`src/rtl/assert_macros.svh`:
```
// Assertion helpers shared by the RTL.
`ifndef ASSERT_MACROS_SVH
`define ASSERT_MACROS_SVH

`ifndef NO_ASSERTIONS
// Checked on clk, ignored while rst_n is low.
`define ASSERT_CLK(label, prop, msg) \
    label: assert property (@(posedge clk) disable iff (!rst_n) prop) else $error(msg);
// Checked on clk at every edge, reset included.
`define ASSERT_ALWAYS(label, prop, msg) \
    label: assert property (@(posedge clk) prop) else $error(msg);
`else
`define ASSERT_CLK(label, prop, msg)
`define ASSERT_ALWAYS(label, prop, msg)
`endif

`endif

```
`src/rtl/app_pkg.sv`:
```
`default_nettype none

package app_pkg;

    localparam int CORDIC_STAGES = 16;
    localparam int ANG_W         = 35;
    localparam int XY_W          = 34;
    localparam int QW            = 33;
    localparam int FW            = QW + 1;
    localparam int MOD_STEPS     = 7;
    localparam int CL            = CORDIC_STAGES + 1;
    localparam int DL            = QW + 2;
    localparam int CH_W          = 36;

    typedef logic signed [ANG_W-1:0] ang_t;
    typedef logic signed [XY_W-1:0]  xy_t;

    localparam ang_t PI         = 35'sd3373259426;
    localparam ang_t HALF_PI    = 35'sd1686629713;
    localparam ang_t TWO_PI     = 35'sd6746518852;
    localparam ang_t SMALL_TURN = 35'sd10737418;
    localparam xy_t  GAIN       = 34'sd652032874;

    localparam logic [39:0] TWO_PI_MAG = 40'd6746518852;
    localparam logic [15:0] SHORT_TIME = 16'd52;

    typedef enum logic {
        REG_SPEED = 1'b0,
        REG_TURN  = 1'b1
    } reg_idx_t;

    // atan(2^-k) in Q30 radians
    function automatic ang_t atan_q30(input int k);
        ang_t r;
        case (k)
            0:  r = 35'sd843314856;
            1:  r = 35'sd497837829;
            2:  r = 35'sd263043836;
            3:  r = 35'sd133525158;
            4:  r = 35'sd67021686;
            5:  r = 35'sd33543515;
            6:  r = 35'sd16775850;
            7:  r = 35'sd8388437;
            8:  r = 35'sd4194282;
            9:  r = 35'sd2097149;
            10: r = 35'sd1048575;
            11: r = 35'sd524287;
            12: r = 35'sd262143;
            13: r = 35'sd131071;
            14: r = 35'sd65535;
            15: r = 35'sd32767;
            16: r = 35'sd16383;
            17: r = 35'sd8191;
            18: r = 35'sd4095;
            19: r = 35'sd2047;
            20: r = 35'sd1023;
            21: r = 35'sd511;
            22: r = 35'sd255;
            23: r = 35'sd127;
            24: r = 35'sd63;
            25: r = 35'sd31;
            26: r = 35'sd15;
            27: r = 35'sd7;
            28: r = 35'sd3;
            29: r = 35'sd1;
            default: r = '0;
        endcase
        return r;
    endfunction

    // one fold into (-pi, pi]; input within (-3pi, 3pi]
    function automatic ang_t wrap_pi(input ang_t a);
        ang_t r;
        if (a > PI)
            r = a - TWO_PI;
        else if (a <= -PI)
            r = a + TWO_PI;
        else
            r = a;
        return r;
    endfunction

endpackage

`default_nettype wire

```
`src/rtl/app_cordic.sv`:
```
`default_nettype none

module app_cordic (
    input  wire logic        clk,
    input  wire logic        en,
    input  app_pkg::ang_t    ang,
    output app_pkg::xy_t     cos_val,
    output app_pkg::xy_t     sin_val
);

    app_pkg::ang_t z0;
    logic          neg0;

    app_pkg::xy_t  x_reg [app_pkg::CORDIC_STAGES];
    app_pkg::xy_t  y_reg [app_pkg::CORDIC_STAGES];
    app_pkg::ang_t z_reg [app_pkg::CORDIC_STAGES-1];
    logic          n_reg [app_pkg::CORDIC_STAGES];
    app_pkg::xy_t  cos_reg, sin_reg;

    // fold outer half-plane onto the inner one, negate at the end
    always_comb
    begin
        if (ang > app_pkg::HALF_PI)
        begin
            z0   = ang - app_pkg::PI;
            neg0 = 1'b1;
        end
        else if (ang < -app_pkg::HALF_PI)
        begin
            z0   = ang + app_pkg::PI;
            neg0 = 1'b1;
        end
        else
        begin
            z0   = ang;
            neg0 = 1'b0;
        end
    end

    for (genvar i = 0; i < app_pkg::CORDIC_STAGES; i++)
    begin : g_st
        app_pkg::xy_t  xi, yi;
        app_pkg::ang_t zi;
        logic          ni;

        if (i == 0)
        begin : g_first
            assign xi = app_pkg::GAIN;
            assign yi = '0;
            assign zi = z0;
            assign ni = neg0;
        end
        else
        begin : g_rest
            assign xi = x_reg[i-1];
            assign yi = y_reg[i-1];
            assign zi = z_reg[i-1];
            assign ni = n_reg[i-1];
        end

        always_ff @(posedge clk)
        begin
            if (en)
            begin
                if (zi >= 0)
                begin
                    x_reg[i] <= xi - (yi >>> i);
                    y_reg[i] <= yi + (xi >>> i);
                end
                else
                begin
                    x_reg[i] <= xi + (yi >>> i);
                    y_reg[i] <= yi - (xi >>> i);
                end
                n_reg[i] <= ni;
            end
        end

        if (i < app_pkg::CORDIC_STAGES - 1)
        begin : g_z
            always_ff @(posedge clk)
            begin
                if (en)
                begin
                    if (zi >= 0)
                        z_reg[i] <= zi - app_pkg::atan_q30(i);
                    else
                        z_reg[i] <= zi + app_pkg::atan_q30(i);
                end
            end
        end
    end

    always_ff @(posedge clk)
    begin
        if (en)
        begin
            if (n_reg[app_pkg::CORDIC_STAGES-1])
            begin
                cos_reg <= -x_reg[app_pkg::CORDIC_STAGES-1];
                sin_reg <= -y_reg[app_pkg::CORDIC_STAGES-1];
            end
            else
            begin
                cos_reg <= x_reg[app_pkg::CORDIC_STAGES-1];
                sin_reg <= y_reg[app_pkg::CORDIC_STAGES-1];
            end
        end
    end

    assign cos_val = cos_reg;
    assign sin_val = sin_reg;

endmodule

`default_nettype wire

```
`config.mk`:
```
export PLATFORM = sky130hd
export DESIGN_NAME = app_cordic
export DESIGN_NICKNAME = d
export VERILOG_FILES = /design/src/rtl/assert_macros.svh /design/src/rtl/app_pkg.sv /design/src/rtl/app_cordic.sv
export SDC_FILE = /design/constraint.sdc
export NUM_CORES = 2
export LEC_CHECK = 0
export BUFFER_PORTS_ARGS = -buffer_cell sky130_fd_sc_hd__buf_2
export CORE_ASPECT_RATIO = 1.1
export CORE_MARGIN = 2
export CORE_UTILIZATION = 30
export DETAILED_ROUTE_END_ITERATION = 10
export HOLD_SLACK_MARGIN = 0.08
export PLACE_DENSITY_LB_ADDON = 0.12
export SLEW_MARGIN = 20
export SYNTH_ARGS = -nofsm -noshare
export SYNTH_HDL_FRONTEND = slang
export SYNTH_SLANG_ARGS = --single-unit
```
`constraint.sdc`:
```
create_clock -name clk -period 11.4 [get_ports clk]
set_input_delay 3.42 -clock clk [delete_from_list [all_inputs] [get_ports clk]]
set_output_delay 3.42 -clock clk [all_outputs]
set_load 0.1 [all_outputs]
```
==> flow_summary_export.csv <==
group,metric,value,unit
flow_run,maxCapViolations,0,
route,dr.pass1.iters,6,
global_routing,grt_first_pass_wirelength,532000,um
floorplanning,coreArea,0.424,sq mm
logic_synthesis,yosys.area_share.simple,13.3,%
logic_synthesis,synth_top_family_by_area,"compound AO/OA/AOI/OAI gates",
clock_tree,clk_latency,0.93,ns
timing,fin_skew,0.0757,ns
route,antenna_left,0,
global_routing,grt_overflow,0,
route,routedWlPerCell,17.6,um
cells_and_area,drive_gt1_share,5.31,%
global_routing,grt_antenna_before_repair,1,
place,dpl.hpwl,272000,um
place,routabilityCongestion,0.844,
critical_path,slowest_stage,"a211oi_1",
clock_tree,cts-root-buf,"clkbuf_16",
logic_synthesis,synth_seq_cells,1570,
critical_path,crit_top_cell,"a21oi_1",
critical_path,cp.required,12.02,ns
floorplanning,die_height,688,um
place,dp_slack,1.51,ns
critical_path,crit_fanout,95,
global_routing,grt_max_degree,140,
cells_and_area,finalNetCount,14800,
clock_tree,clockBufferDepth,4,
timing,holdWs,0.418,ns
clock_tree,cts_resized,0,
route,wl,337000,um
floorplanning,io_pins,105,
timing,setup_tns,0,ns
timing,worstMarginPinSlew,1.07,ns
critical_path,critPathCaptureType,"flip-flop",
logic_synthesis,synthFlopType,"edfxtp_1",
clock_tree,hold_buffers,0,
route,vias,93000,
floorplanning,initial_core_util,30.1,%
global_routing,grtUsageTotal,15.4,%
logic_synthesis,synthCells,13000,
floorplanning,std_cell_rows,251,
logic_synthesis,synth_fa_ha_area_share,14.7,%
timing,fin_crit_sh,77.7,%
place,port_buffers,104,
critical_path,crit_chain,"buf_12, buf_4, nand2_2, clkinv_1, buf_4, nor2_1, xor2_1, ha_1, a21o_1, a21oi_1, o21bai_1, a21o_1, a21oi_1, o311ai_0, a211oi_1, a211oi_1, or3_1, a21oi_1, o21a_1, nor3_1, o31a_1, nor3_1, a21oi_1",
route,drc,0,
critical_path,slowest_delay,0.61,ns
logic_synthesis,muxShareOfSynthArea,0.999,%
logic_synthesis,yosys_warnings,0,
timing,finalSetupViolCount,0,
timing,drv_slew,0,
logic_synthesis,syn_avg_cell_area,9.79,sq um
timing,fin_ws,2.54,ns
critical_path,path_class,"input port to flip-flop",
route,vias_per_cell,4.86,
clock_tree,cts_made_buffers,201,
logic_synthesis,synthArstFlopShare,0,%
logic_synthesis,ys_seq_area_share,36.9,%
clock_tree,clk_pin_slew_worst_paths,0.06,ns
clock_tree,htree_levels,4,
clock_tree,cts_sinks,1570,
logic_synthesis,synthXorXnorAreaFrac,13.6,%
cells_and_area,largest_reg_flops,511,
logic_synthesis,syn_nets,14600,
global_routing,first_global_vias,94900,
outcome,status,"completed",
route,drt_iter0_drc,3701,
floorplanning,die_area,0.431,sq mm
floorplanning,dieWidth,626,um
timing,period_minus_slack,8.86,ns
timing,maxClockFrequency,113,MHz
critical_path,startpoint_type,"input port",
logic_synthesis,synth_compound_area_share,18.1,%
timing,hold_viol,0,
logic_synthesis,ys_types,114,
timing,rsz0062_at_grt,"false",
clock_tree,cts_setup_buffers,0,
logic_synthesis,synth_area,0.128,sq mm
hold_path,min_path_type,"flip-flop to flip-flop",
clock_tree,cts_tree,"done",
critical_path,critPathArrivalTime,9.48,ns
cells_and_area,area_growth,11.1,%
timing,max-slew-margin-rel,27.7,%
logic_synthesis,synth-edff-count,1570,
[layer usage]
| layer | global-route usage [%] | wire length (um) | up-vias |
|---|---|---|---|
| met3 | 1.60 | 7720 | 501 |
| met4 | 4.43 | 10200 | 0 |
| met5 | 0 | 0 | - |
| met2 | 31.5 | 187000 | 979 |
| met1 | 16.1 | 132000 | 42900 |
| li1 | - | - | 48600 |
[layout by cell type, fill, tap and decap left out, types with 43 or more instances in the layout]
master | synthesis | routed
xor2_1 | 629 | 629
mux2_2 | 50 | 50
nor4_1 | 76 | 75
and2_1 | 90 | 90
o31ai_1 | 146 | 146
nor3_1 | 390 | 390
inv_1 | 571 | 563
buf_4 | 7 | 98
or3_1 | 138 | 138
edfxtp_1 | 1570 | 1570
nand2b_1 | 206 | 206
nor2_1 | 1037 | 1037
o41ai_1 | 67 | 66
or4_1 | 43 | 43
a211oi_1 | 102 | 101
nand4_1 | 63 | 63
xnor2_1 | 1356 | 1356
a21boi_0 | 62 | 62
nand3_1 | 257 | 257
fa_1 | 45 | 45
a31oi_1 | 109 | 109
clkinv_1 | 4 | 50
a21o_1 | 536 | 536
or2_2 | 73 | 73
o21ai_0 | 643 | 643
ha_1 | 1430 | 1430
nand2_1 | 715 | 709
nor2b_1 | 175 | 175
clkbuf_16 | 0 | 203
buf_2 | 15 | 103
o21a_1 | 170 | 170
and3_1 | 111 | 111
a21oi_1 | 1226 | 1226
mux2i_1 | 70 | 70
o21bai_1 | 185 | 185
[logic make-up after synthesis]
kind of cell,after synthesis
AND/OR/NAND/NOR,3488
buffers and inverters,776
XOR/XNOR,1987
flip-flops,1570
adder cells (fa/ha/maj),1477
AO/OA/AOI/OAI,3622
multiplexers,121
[path summary, 6_finish.rpt]
kind	start	cells after the start	endpoint	slack, ns
hold reg to reg	z_reg[0][70]	0	z_reg[0][105]	0.42
setup reg to reg	x_reg[0][179]	20	y_reg[3][33]	5.14
setup / recovery	en	23	x_reg[0][200]	2.54
hold / removal	z_reg[0][70]	0	z_reg[0][105]	0.42
[worst max-delay path, delay by kind of cell]
family	cells	cell delay [ns]
AO/OA/AOI/OAI	12	2.98
XOR/XNOR	1	0.15
adder cells (fa/ha/maj)	1	0.32
buffers and inverters	4	1.19
AND/OR/NAND/NOR	5	1.19
[synth_stat cells, drive strengths merged (138+ instances only)]
cell type / number / share of area [%]
a21o: 536 / 3.2
a21oi: 1228 / 4.8
edfxtp: 1570 / 37
ha: 1430 / 14
inv: 574 / 1.7
nand2: 716 / 2.1
nand2b: 206 / 1.0
nand3: 258 / 1.0
nor2: 1037 / 3.0
nor2b: 175 / 0.86
nor3: 392 / 1.5
o21a: 170 / 1.0
o21ai: 654 / 2.6
o21bai: 185 / 1.1
o31ai: 147 / 0.88
or3: 138 / 0.68
xnor2: 1357 / 9.3
xor2: 630 / 4.3
[cell type report]
| type | count | area [sq um] |
|---|---|---|
| antenna | 1 | 2.50 |
| multi-input combinational | 10700 | 77500 |
| timing repair buffer | 203 | 1290 |
| tap | 5692 | 7120 |
| fill | 43700 | 283000 |
| sequential | 1570 | 47100 |
| clock buffer | 234 | 5200 |
| clock inverter | 134 | 1280 |
| inverter | 579 | 2180 |
[stage by stage]
stage	area, sq um	utilization [%]	std cells
after detailed placement	135000	31.9	18700
final	142000	33.4	19100
after floorplan	128000	-	13000
after global routing	142000	33.4	19100
after CTS	142000	33.4	19100
after global placement	135000	31.9	18700
Power is left out: the tool's default activity adds up to more than one toggle a clock period on the data nets, which glitch-free logic cannot reach.
